**src/hdl/bvs_pkg.sv**
```systemverilog
// Package for the battery voltage supervisor: field widths, register
// indexes, reset values and the records passed between pipeline stages.
// No dependencies.
package bvs_pkg;

  localparam int ADC_W      = 12;
  localparam int SUM_W      = 20;
  localparam int GAIN_W     = 24;
  localparam int MV_W       = 16;
  localparam int STREAK_W   = 4;
  localparam int PROD_W     = SUM_W + GAIN_W;
  localparam int FRAC_W     = 16;
  // Unsaturated quotient before the divide by the block length fits here.
  localparam int QUOT_W     = 24;
  localparam int DIV_W      = 8;
  localparam int CFG_IDX_W  = 4;
  localparam int CFG_DATA_W = 24;

  localparam logic [CFG_IDX_W-1:0] REG_GAIN_Q16  = 4'd0;
  localparam logic [CFG_IDX_W-1:0] REG_WARN_MV   = 4'd1;
  localparam logic [CFG_IDX_W-1:0] REG_OFF_MV    = 4'd2;
  localparam logic [CFG_IDX_W-1:0] REG_LOW_LIMIT = 4'd3;

  localparam logic [GAIN_W-1:0]   GAIN_RESET  = 24'd52815;
  localparam logic [MV_W-1:0]     WARN_RESET  = 16'd7000;
  localparam logic [MV_W-1:0]     OFF_RESET   = 16'd6600;
  localparam logic [STREAK_W-1:0] LIMIT_RESET = 4'd3;
  localparam logic [STREAK_W-1:0] STREAK_MAX  = 4'd15;

  typedef struct packed {
    logic [GAIN_W-1:0]   gain_q16;
    logic [MV_W-1:0]     warn_mv;
    logic [MV_W-1:0]     off_mv;
    logic [STREAK_W-1:0] low_limit;
  } cfg_t;

  // One item leaving the accumulator; sum is meaningful only on a block end.
  typedef struct packed {
    logic             blk;
    logic [SUM_W-1:0] sum;
  } block_t;

  // One item leaving the scaler; mv is meaningful only on a block end.
  typedef struct packed {
    logic            blk;
    logic [MV_W-1:0] mv;
  } volt_t;

endpackage

```
**src/hdl/bvs_accum.sv**
```systemverilog
// Sample accumulator: sums converter samples and marks the item that ends
// each block. Depends on bvs_pkg.
module bvs_accum #(
  parameter int unsigned SAMPLES = 200
) (
  input  logic                       clk,
  input  logic                       rst,
  input  logic                       in_valid,
  output logic                       in_ready,
  input  logic [bvs_pkg::ADC_W-1:0]  adc_sample,
  output logic                       out_valid,
  input  logic                       out_ready,
  output bvs_pkg::block_t            out_blk
);

  localparam int CNT_W = $clog2(SAMPLES + 1);

  logic [bvs_pkg::SUM_W-1:0] sample_sum;
  logic [CNT_W-1:0]          sample_count;
  logic [bvs_pkg::SUM_W-1:0] sum_next;
  logic [CNT_W-1:0]          count_next;
  logic                      block_done;
  logic                      accept;

  assign in_ready   = !out_valid || out_ready;
  assign accept     = in_valid && in_ready;
  assign sum_next   = sample_sum + bvs_pkg::SUM_W'(adc_sample);
  assign count_next = sample_count + CNT_W'(1);
  assign block_done = count_next >= CNT_W'(SAMPLES);

  always_ff @(posedge clk) begin
    if (rst) begin
      out_valid    <= 1'b0;
      sample_sum   <= '0;
      sample_count <= '0;
    end else begin
      if (in_ready) begin
        out_valid <= in_valid;
      end
      if (accept) begin
        sample_sum   <= block_done ? '0 : sum_next;
        sample_count <= block_done ? '0 : count_next;
      end
    end
  end

  always_ff @(posedge clk) begin
    if (accept) begin
      out_blk.blk <= block_done;
      out_blk.sum <= sum_next;
    end
  end

endmodule

```
**src/hdl/bvs_scale.sv**
```systemverilog
// Three-stage scaler: sum times gain, drop the Q16 fraction, divide by the
// block length through a reciprocal with one correction, saturate.
// Depends on bvs_pkg.
module bvs_scale #(
  parameter int unsigned SAMPLES = 200
) (
  input  logic                        clk,
  input  logic                        rst,
  input  logic                        in_valid,
  output logic                        in_ready,
  input  bvs_pkg::block_t             in_blk,
  input  logic [bvs_pkg::GAIN_W-1:0]  gain_q16,
  output logic                        out_valid,
  input  logic                        out_ready,
  output bvs_pkg::volt_t              out_volt
);

  localparam int QW  = bvs_pkg::QUOT_W;
  localparam int QFW = bvs_pkg::PROD_W - bvs_pkg::FRAC_W;
  localparam int MW  = QW + bvs_pkg::MV_W;
  localparam longint unsigned SAT_VAL   = longint'(SAMPLES) << bvs_pkg::FRAC_W;
  localparam longint unsigned RECIP_VAL = (64'd1 << QW) / SAMPLES;
  localparam logic [QFW-1:0] SAT_LIMIT = SAT_VAL[QFW-1:0];
  localparam logic [QW:0]    RECIP     = RECIP_VAL[QW:0];
  localparam logic [bvs_pkg::DIV_W-1:0] DIVISOR = bvs_pkg::DIV_W'(SAMPLES);

  // Product stage.
  logic                        p_valid;
  logic                        p_blk;
  logic [bvs_pkg::PROD_W-1:0]  p_prod;
  // Reciprocal stage.
  logic                        r_valid;
  logic                        r_blk;
  logic                        r_sat;
  logic [QW-1:0]               r_q;
  logic [MW-1:0]               r_m;

  logic                        p_adv;
  logic                        r_adv;
  logic                        o_adv;
  logic [QFW-1:0]              q_full;
  logic                        q_sat;
  logic [QW+QW:0]              m_full;
  logic [bvs_pkg::MV_W-1:0]    est;
  logic [QW-1:0]               est_times_n;
  logic [QW-1:0]               rem;
  logic                        fix;

  assign o_adv    = !out_valid || out_ready;
  assign r_adv    = !r_valid || o_adv;
  assign p_adv    = !p_valid || r_adv;
  assign in_ready = p_adv;

  assign q_full = p_prod[bvs_pkg::PROD_W-1:bvs_pkg::FRAC_W];
  assign q_sat  = q_full >= SAT_LIMIT;
  assign m_full = (QW+QW+1)'(q_full[QW-1:0]) * (QW+QW+1)'(RECIP);

  // The estimate is at most one below the true quotient, so the remainder
  // stays under twice the divisor and a single compare corrects it.
  assign est         = r_m[MW-1:QW];
  assign est_times_n = QW'(est) * QW'(DIVISOR);
  assign rem         = r_q - est_times_n;
  assign fix         = rem >= QW'(DIVISOR);

  always_ff @(posedge clk) begin
    if (rst) begin
      p_valid   <= 1'b0;
      r_valid   <= 1'b0;
      out_valid <= 1'b0;
    end else begin
      if (p_adv) begin
        p_valid <= in_valid;
      end
      if (r_adv) begin
        r_valid <= p_valid;
      end
      if (o_adv) begin
        out_valid <= r_valid;
      end
    end
  end

  always_ff @(posedge clk) begin
    if (p_adv) begin
      p_blk  <= in_blk.blk;
      p_prod <= bvs_pkg::PROD_W'(in_blk.sum) * bvs_pkg::PROD_W'(gain_q16);
    end
    if (r_adv) begin
      r_blk <= p_blk;
      r_sat <= q_sat;
      r_q   <= q_full[QW-1:0];
      r_m   <= m_full[MW-1:0];
    end
    if (o_adv) begin
      out_volt.blk <= r_blk;
      out_volt.mv  <= r_sat ? '1 : est + bvs_pkg::MV_W'(fix);
    end
  end

endmodule

```
**src/hdl/bvs_status.sv**
```systemverilog
// Result stage: holds the latest voltage, warning flag, low streak and the
// sticky shutdown flag, and presents them as the result register.
// Depends on bvs_pkg.
module bvs_status (
  input  logic                          clk,
  input  logic                          rst,
  input  bvs_pkg::cfg_t                 cfg,
  input  logic                          in_valid,
  output logic                          in_ready,
  input  bvs_pkg::volt_t                in_volt,
  output logic                          out_valid,
  input  logic                          out_ready,
  output logic                          average_valid,
  output logic [bvs_pkg::MV_W-1:0]      last_voltage,
  output logic                          warn_flag,
  output logic [bvs_pkg::STREAK_W-1:0]  low_streak,
  output logic                          shutdown_latched
);

  logic                         load;
  logic [bvs_pkg::STREAK_W-1:0] streak_next;

  assign in_ready = !out_valid || out_ready;
  assign load     = in_valid && in_ready;

  always_comb begin
    streak_next = low_streak;
    if (in_volt.blk) begin
      if (in_volt.mv <= cfg.off_mv) begin
        if (low_streak != bvs_pkg::STREAK_MAX) begin
          streak_next = low_streak + 1'b1;
        end
      end else begin
        streak_next = '0;
      end
    end
  end

  always_ff @(posedge clk) begin
    if (rst) begin
      out_valid        <= 1'b0;
      average_valid    <= 1'b0;
      last_voltage     <= '0;
      warn_flag        <= 1'b0;
      low_streak       <= '0;
      shutdown_latched <= 1'b0;
    end else begin
      if (in_ready) begin
        out_valid <= in_valid;
      end
      if (load) begin
        average_valid <= in_volt.blk;
        low_streak    <= streak_next;
        if (in_volt.blk) begin
          last_voltage <= in_volt.mv;
          warn_flag    <= in_volt.mv < cfg.warn_mv;
        end
        // The shutdown check runs on every item, after any block update.
        if (streak_next >= cfg.low_limit) begin
          shutdown_latched <= 1'b1;
        end
      end
    end
  end

endmodule

```
**src/hdl/battery_voltage_supervisor_unit.sv**
```systemverilog
// Top level of the battery voltage supervisor: configuration registers and
// the accumulator, scaler and status stages. Depends on bvs_pkg, bvs_accum,
// bvs_scale and bvs_status.
//
//   channel  | signals                                   | direction
//   ---------+-------------------------------------------+----------
//   input    | in_valid, in_ready, adc_sample            | in
//   result   | out_valid, out_ready, average_valid,      | out
//            | voltage_mv, battery_warn, low_streak_out, |
//            | shutdown                                  |
//   config   | cfg_valid, cfg_ready, cfg_index, cfg_data | in
//
// One item is accepted per cycle unless back-pressure from out_ready fills
// the stages; each result passes from its sample through the accumulator,
// three scaler stages and the status stage. Every stage has its own valid
// bit, so bubbles close up while the result register is stalled. Reset
// clears the sum, count, status and the sticky shutdown flag and loads the
// register defaults. Configuration writes are always ready.
module battery_voltage_supervisor_unit #(
  parameter int unsigned SAMPLES_PER_AVERAGE = 200
) (
  input  logic                            clk,
  input  logic                            rst,
  input  logic                            in_valid,
  output logic                            in_ready,
  input  logic [bvs_pkg::ADC_W-1:0]       adc_sample,
  output logic                            out_valid,
  input  logic                            out_ready,
  output logic                            average_valid,
  output logic [bvs_pkg::MV_W-1:0]        voltage_mv,
  output logic                            battery_warn,
  output logic [bvs_pkg::STREAK_W-1:0]    low_streak_out,
  output logic                            shutdown,
  input  logic                            cfg_valid,
  output logic                            cfg_ready,
  input  logic [bvs_pkg::CFG_IDX_W-1:0]   cfg_index,
  input  logic [bvs_pkg::CFG_DATA_W-1:0]  cfg_data
);

  bvs_pkg::cfg_t   cfg;
  bvs_pkg::block_t acc_blk;
  bvs_pkg::volt_t  scl_volt;
  logic            acc_valid;
  logic            acc_ready;
  logic            scl_valid;
  logic            scl_ready;

  assign cfg_ready = 1'b1;

  always_ff @(posedge clk) begin
    if (rst) begin
      cfg.gain_q16  <= bvs_pkg::GAIN_RESET;
      cfg.warn_mv   <= bvs_pkg::WARN_RESET;
      cfg.off_mv    <= bvs_pkg::OFF_RESET;
      cfg.low_limit <= bvs_pkg::LIMIT_RESET;
    end else if (cfg_valid && cfg_ready) begin
      case (cfg_index)
        bvs_pkg::REG_GAIN_Q16:  cfg.gain_q16  <= cfg_data[bvs_pkg::GAIN_W-1:0];
        bvs_pkg::REG_WARN_MV:   cfg.warn_mv   <= cfg_data[bvs_pkg::MV_W-1:0];
        bvs_pkg::REG_OFF_MV:    cfg.off_mv    <= cfg_data[bvs_pkg::MV_W-1:0];
        bvs_pkg::REG_LOW_LIMIT: cfg.low_limit <= cfg_data[bvs_pkg::STREAK_W-1:0];
        default: ;
      endcase
    end
  end

  bvs_accum #(
    .SAMPLES(SAMPLES_PER_AVERAGE)
  ) u_accum (
    .clk        (clk),
    .rst        (rst),
    .in_valid   (in_valid),
    .in_ready   (in_ready),
    .adc_sample (adc_sample),
    .out_valid  (acc_valid),
    .out_ready  (acc_ready),
    .out_blk    (acc_blk)
  );

  bvs_scale #(
    .SAMPLES(SAMPLES_PER_AVERAGE)
  ) u_scale (
    .clk       (clk),
    .rst       (rst),
    .in_valid  (acc_valid),
    .in_ready  (acc_ready),
    .in_blk    (acc_blk),
    .gain_q16  (cfg.gain_q16),
    .out_valid (scl_valid),
    .out_ready (scl_ready),
    .out_volt  (scl_volt)
  );

  bvs_status u_status (
    .clk              (clk),
    .rst              (rst),
    .cfg              (cfg),
    .in_valid         (scl_valid),
    .in_ready         (scl_ready),
    .in_volt          (scl_volt),
    .out_valid        (out_valid),
    .out_ready        (out_ready),
    .average_valid    (average_valid),
    .last_voltage     (voltage_mv),
    .warn_flag        (battery_warn),
    .low_streak       (low_streak_out),
    .shutdown_latched (shutdown)
  );

  // Once raised, shutdown holds until reset.
  a_shutdown_sticky: assert property (@(posedge clk) disable iff (rst)
    shutdown |=> shutdown)
    else $error("shutdown flag dropped without reset");

  // The streak only moves with a freshly loaded block result.
  a_streak_on_block: assert property (@(posedge clk) disable iff (rst)
    !$stable(low_streak_out) |-> (out_valid && average_valid))
    else $error("low streak changed without a block result");

  // The voltage only moves with a freshly loaded block result.
  a_voltage_on_block: assert property (@(posedge clk) disable iff (rst)
    !$stable(voltage_mv) |-> (out_valid && average_valid))
    else $error("voltage changed without a block result");

endmodule
```
**config.mk**
```make
export PLATFORM = sky130hd
export DESIGN_NAME = battery_voltage_supervisor_unit
export DESIGN_NICKNAME = d
export VERILOG_FILES = /design/src/hdl/bvs_pkg.sv /design/src/hdl/bvs_accum.sv /design/src/hdl/bvs_scale.sv /design/src/hdl/bvs_status.sv /design/src/hdl/battery_voltage_supervisor_unit.sv
export SDC_FILE = /design/constraint.sdc
export NUM_CORES = 2
export LEC_CHECK = 0
export ABC_CLOCK_PERIOD_IN_PS = 8000
export BUFFER_PORTS_ARGS = -buffer_cell sky130_fd_sc_hd__buf_4
export CAP_MARGIN = 20
export CORE_ASPECT_RATIO = 0.8
export CORE_MARGIN = 5
export CORE_UTILIZATION = 60
export DETAILED_ROUTE_END_ITERATION = 8
export HOLD_SLACK_MARGIN = 0.06
export PLACE_DENSITY = 0.75
export SYNTH_ARGS = -nofsm -noshare
export SYNTH_HDL_FRONTEND = slang
export SYNTH_SLANG_ARGS = --single-unit
```
**constraint.sdc**
```tcl
create_clock -name clk -period 8 [get_ports clk]
set_input_delay 1.2 -clock clk [delete_from_list [all_inputs] [get_ports clk]]
set_output_delay 1.2 -clock clk [all_outputs]
set_load 0.01 [all_outputs]
```
After elaboration in Yosys (flattened, before gate mapping) --
Cells that the tools add are included. Widths: inputs -> output; s select.
Cells by class: add/sub/neg operators 5, $mul 3, $lt $le $gt $ge 6, equal/unequal tests 4, muxes and demuxes 5, reduce and logical (&&, ||, !) cells 19
Operators by type and width (count):
- $mul 20x24->44 | 1
- $mul 24x16->39 const B | 1
- $ge 28x24->1 const B | 1
- $ge 24x8->1 const B | 1
- $sub 24x24->24 | 1
- $mul 16x5->21 const B | 1
- $add 20x12->20 | 1
- $mux 20 | 1
- $add 16x1->16 | 1
- $le 16x16->1 | 1
- $lt 16x16->1 | 1
- $mux 4 | 3
- $reduce_and 2->1 | 6
- $add 8x1->8 const B | 1
- $eq 4x2->1 const B | 2
- $ge 8x8->1 const B | 1
- $mux 8 | 1
- $logic_not 1->1 | 5
- $logic_or 1x1->1 | 5
- $add 4x1->4 const B | 1
- $eq 4x1->1 const B | 1
- $ge 4x4->1 | 1
- $logic_not 4->1 | 1
- $ne 4x4->1 const B | 1
- $logic_and 1x1->1 | 2
Word-level totals: register bits after elaboration 264, bits of input ports 45, output and inout bits 26, word-level logic and storage cells 68

Depth between registers and ports, before layout --
word-level depth 7, depth in mapped cells 32, gate-level depth less buffers 30

Cells and area by module --
From an unflattened synthesis, not the netlist that was laid out.
Second synthesis, totals: cells, all modules 3644, area, all modules 34814.6 um^2
Modules (own cells, without submodules):
- bvs_scale | instances 1, cells an instance 2863, area each 27634.0 um^2, seq. area each 2612.5 um^2
- bvs_accum | instances 1, cells an instance 297, area each 2810.2 um^2, seq. area each 1211.2 um^2
- battery_voltage_supervisor_unit | instances 1, cells an instance 241, area each 2497.4 um^2, seq. area each 1201.2 um^2
- bvs_status | instances 1, cells an instance 243, area each 1873.0 um^2, seq. area each 480.5 um^2

Worst setup path after synthesis --
OpenSTA, ideal clock, no wires.
kind reg-to-reg, start register u_accum.out_blk[5] (netlist name), end register u_scale.p_prod[38] (netlist name) (data pin), library setup time 0.258 ns, data arrival time 6.360 ns, data required time 7.742 ns, path slack 1.382 ns, stages on the path, launching flop included 25, path buffers 1, period minus slack after synthesis 6.618 ns, cell sequence edfxtp_1 -> clkbuf_1 -> nand2_1 -> fa_1 -> inv_1 -> fa_1 -> inv_1 -> fa_1 -> inv_1 -> fa_1 -> fa_1 -> fa_1 -> inv_1 -> fa_1 -> inv_1 -> ha_1 -> nand4_1 -> or2_0 -> or3_1 -> a31oi_1 -> o21a_1 -> o21ai_0 -> a21boi_1 -> a21oi_1 -> xnor2_1
Between the ends: word-level cells in the longest chain between the ends 1
Ends and longest elaborated chain:
- from (decl) | RTL line bvs_accum.sv:13 | output bvs_pkg::block_t out_blk
- $mul 20x24->44 | RTL line bvs_scale.sv:86 | p_prod <= bvs_pkg::PROD_W'(in_blk.sum) * bvs_pkg::PROD_W'(gain_q16);
- to (signal assigned) | RTL line bvs_scale.sv:86
- to (decl) | RTL line bvs_scale.sv:30 | logic [bvs_pkg::PROD_W-1:0] p_prod;
Every way passes these cells. A chain may end at the register's enable or synchronous reset.

Worst setup path in the final report --
start register cfg[43] (netlist name), end register u_scale.p_prod[39] (netlist name) (data pin)
Between the ends: word-level cells in the longest chain between the ends 1
Ends and longest elaborated chain (RTL line):
- $mul 20x24->44 | bvs_scale.sv:86
Every way passes these cells.

==> impl_metrics.env <==
export IMPL_outcome="finished clean"
export IMPL_grt_max_degree=68
export IMPL_maxSlewHeadroom=0.345
export IMPL_min_period_over_period=0.954
export IMPL_yosys_area_share_xor_xnor=0.0228
export IMPL_setup_violations=0
export IMPL_first_global_vias=25800
export IMPL_reg2reg_slack_ps=370
export IMPL_yosys_warnings=0
export IMPL_path_clk_slew_ps=60
export IMPL_cts_setup_buffers=0
export IMPL_whs_path_depth=0
export IMPL_via_per_inst=5.68
export IMPL_clk_latency_ps=580
export IMPL_max_freq_mhz=131
export IMPL_drv_cap=0
export IMPL_die_x_um=279
export IMPL_synth_seq_cells=222
export IMPL_synth_cell_types=82
export IMPL_dp_cells=4452
export IMPL_rr_worst_depth=22
export IMPL_num_vias=25600
export IMPL_critPathArrivalTime_ps=7940
export IMPL_synthAdderAreaFrac=0.498
export IMPL_worstSetupEndpointType="flip-flop"
export IMPL_post_drt_wl_per_cell_um=18.7
export IMPL_routed_wl_mm=84.2
export IMPL_synth_seq_area_share=0.159
export IMPL_die_h_um=225
export IMPL_tightest_slew_ps=982
export IMPL_critPathLaunchType="flip-flop"
export IMPL_htree_levels=1
export IMPL_die_area_um2=62600
export IMPL_hold_path_class="reg2reg"
export IMPL_nets=4808
export IMPL_synth_top_family_by_area="adder cells"
export IMPL_worstSetupPathType="reg2reg"
export IMPL_final_seq_area_um2=5510
export IMPL_fin_cells=4506
export IMPL_synth_most_common_cell="inv_1"
export IMPL_final_max_slew_viol_count=0
export IMPL_fp_coreArea_um2=56900
export IMPL_cts_tree="built"
export IMPL_synthArstFlopShare=0
export IMPL_io_pins=71
export IMPL_avgSynthCellArea_um2=9.36
export IMPL_yosysTopAreaCellShare=0.327
export IMPL_area_growth_syn_to_layout_pct=6.74
export IMPL_crit_start="cfg[43]$_SDFFE_PP0P_"
export IMPL_period_needed_ps=7630
export IMPL_synthTopCellsByCount="inv_1, fa_1, nand2_1"
export IMPL_grt_pass1_wl_mm=136
export IMPL_dp_hpwl_mm=68.6
export IMPL_cts_sinks=222
export IMPL_antenna_found_initial=5
export IMPL_cts_resized=0
export IMPL_ant_nets=0
export IMPL_synth_edf_count=106
export IMPL_drtIter0Drc=1868
export IMPL_r2r_end="u_scale.p_prod[39]$_DFFE_PP_"
export IMPL_syn_nets=4781
export IMPL_netlist_area_um2=34600
export IMPL_rsz0062_at_grt="false"
export IMPL_multi_input_area_um2=25800
export IMPL_synth_compound_area_frac=0.0833
export IMPL_cp_endpoint="u_scale.p_prod[39]$_DFFE_PP_"
export IMPL_finalHoldWorstSlack_ps=432
export IMPL_synth_ff_type="dfxtp_1"
export IMPL_cts_root_buffer="clkbuf_16"
export IMPL_synth_simple_area_share=0.138
export IMPL_muxShareOfSynthArea=0.00239
export IMPL_cts_buffer_depth=3
export IMPL_final_util=0.649
export IMPL_synth_cells=3697
export IMPL_grt_overflow=0
export IMPL_cts_hold_buf=0
export IMPL_io_buffers=69
export IMPL_drcViolationCount=0
export IMPL_numCtsBuffers=27
export IMPL_rows=78
export IMPL_crit_required_ps=8310
export IMPL_start_util=0.608
export IMPL_layout_drive_gt1_share=0.0505
export IMPL_firstDrtPassIters=5
export IMPL_synth_area_leaders="fa_1, ha_1, edfxtp_1"
export IMPL_fin_setup_tns_ps=0
export IMPL_fill_cells=4566
export IMPL_final_hold_viol_count=0
export IMPL_rr_startpoint="cfg[43]$_SDFFE_PP0P_"
export IMPL_yosysTopAreaCell="fa_1"
export IMPL_track_usage=0.272
export IMPL_path_max_fanout=15
export IMPL_gp_congestion=0.928
export IMPL_skew_ps=27.7
[logic make-up after synthesis]
family                     Yosys count
AOI/OAI and AO/OA                  450
and+or+nand+nor                   1006
DFF                                222
other                                1
adders and majority gates         1039
xor gates and xnor gates            90
muxes                                8
buffers and inverters              881
[critical path, stage by stage, from the launching register on]
cell and delay (ps):
dfxtp_1 800, buf_4 290, nand2_1 80, fa_1 510, inv_1 50, fa_1 480, fa_1 570, fa_1 450
fa_1 470, fa_1 490, inv_1 50, fa_1 470, inv_1 40, ha_1 390, nand4_1 150, or2_0 270
or3_1 350, a31oi_1 400, o21a_1 320, o21ai_0 170, a21boi_1 270, a21boi_1 130, xnor2_1 140
[per-layer routing]
metal,up-vias,GRT usage,part of all wire
met5,-,0,0.00040
met4,6,0.0801,0.034
met3,177,0.0639,0.10
met2,1084,0.402,0.43
met1,12600,0.403,0.43
li1,11700,-,-
[through the flow]
| stage | setup slack [ps] | cell area [um2] |
|---|---|---|
| final | 369 | 36900 |
| after floorplan | 1380 | 34600 |
| after global routing | 29.2 | 36900 |
| after detailed placement | 393 | 36000 |
| after CTS | 383 | 36900 |
| after global placement | 595 | 36000 |
[cell usage in the layout, fill, tap and decap left out, types with 23 or more instances in the layout]
master,count
clkbuf_16,28
and2_1,182
nand4_1,23
inv_1,750
nor3_1,25
dfxtp_1,116
buf_4,122
ha_1,473
nor2_1,96
a21oi_1,172
nand3_1,46
edfxtp_1,106
nand2b_1,24
o21a_1,23
a21o_1,61
fa_1,566
o21ai_0,57
xnor2_1,65
nand2_1,503
xor2_1,25
[registers in the layout, indices dropped and copies added (netlist names), 4 cells and up]
| signal | count |
|---|---|
| u_accum.out_blk | 21 |
| cfg | 60 |
| u_status.low_streak | 4 |
| u_accum.sample_count | 8 |
| u_scale.p_prod | 28 |
| u_scale.r_m | 16 |
| u_scale.out_volt | 17 |
| u_scale.r_q | 21 |
| u_status.last_voltage | 16 |
| u_accum.sample_sum | 20 |
[worst min-delay path by stage]
stage | start | endpoint | slack (ps)
floorplan | u_scale.r_blk$_DFFE_PP_ | u_scale.out_volt[16]$_DFFE_PP_ | 400
global placement | u_scale.r_blk$_DFFE_PP_ | u_scale.out_volt[16]$_DFFE_PP_ | 420
detailed placement | u_scale.r_blk$_DFFE_PP_ | u_scale.out_volt[16]$_DFFE_PP_ | 420
CTS | u_scale.r_blk$_DFFE_PP_ | u_scale.out_volt[16]$_DFFE_PP_ | 430
global route | u_scale.r_blk$_DFFE_PP_ | u_scale.out_volt[16]$_DFFE_PP_ | 440
finish | u_scale.r_blk$_DFFE_PP_ | u_scale.out_volt[16]$_DFFE_PP_ | 430
[cell type report]
type                            instances  share of cell area
Antenna cell                            1           0.0000677
Clock buffer                           37              0.0202
Clock inverter                         13             0.00281
Inverter                              752              0.0764
Multi-Input combinational cell       2594               0.698
Sequential cell                       222               0.149
Tap cell                              760              0.0257
Timing Repair Buffer                  127              0.0275
Power is left out: the tool's default activity adds up to more than one toggle a clock period on the data nets, which glitch-free logic cannot reach.
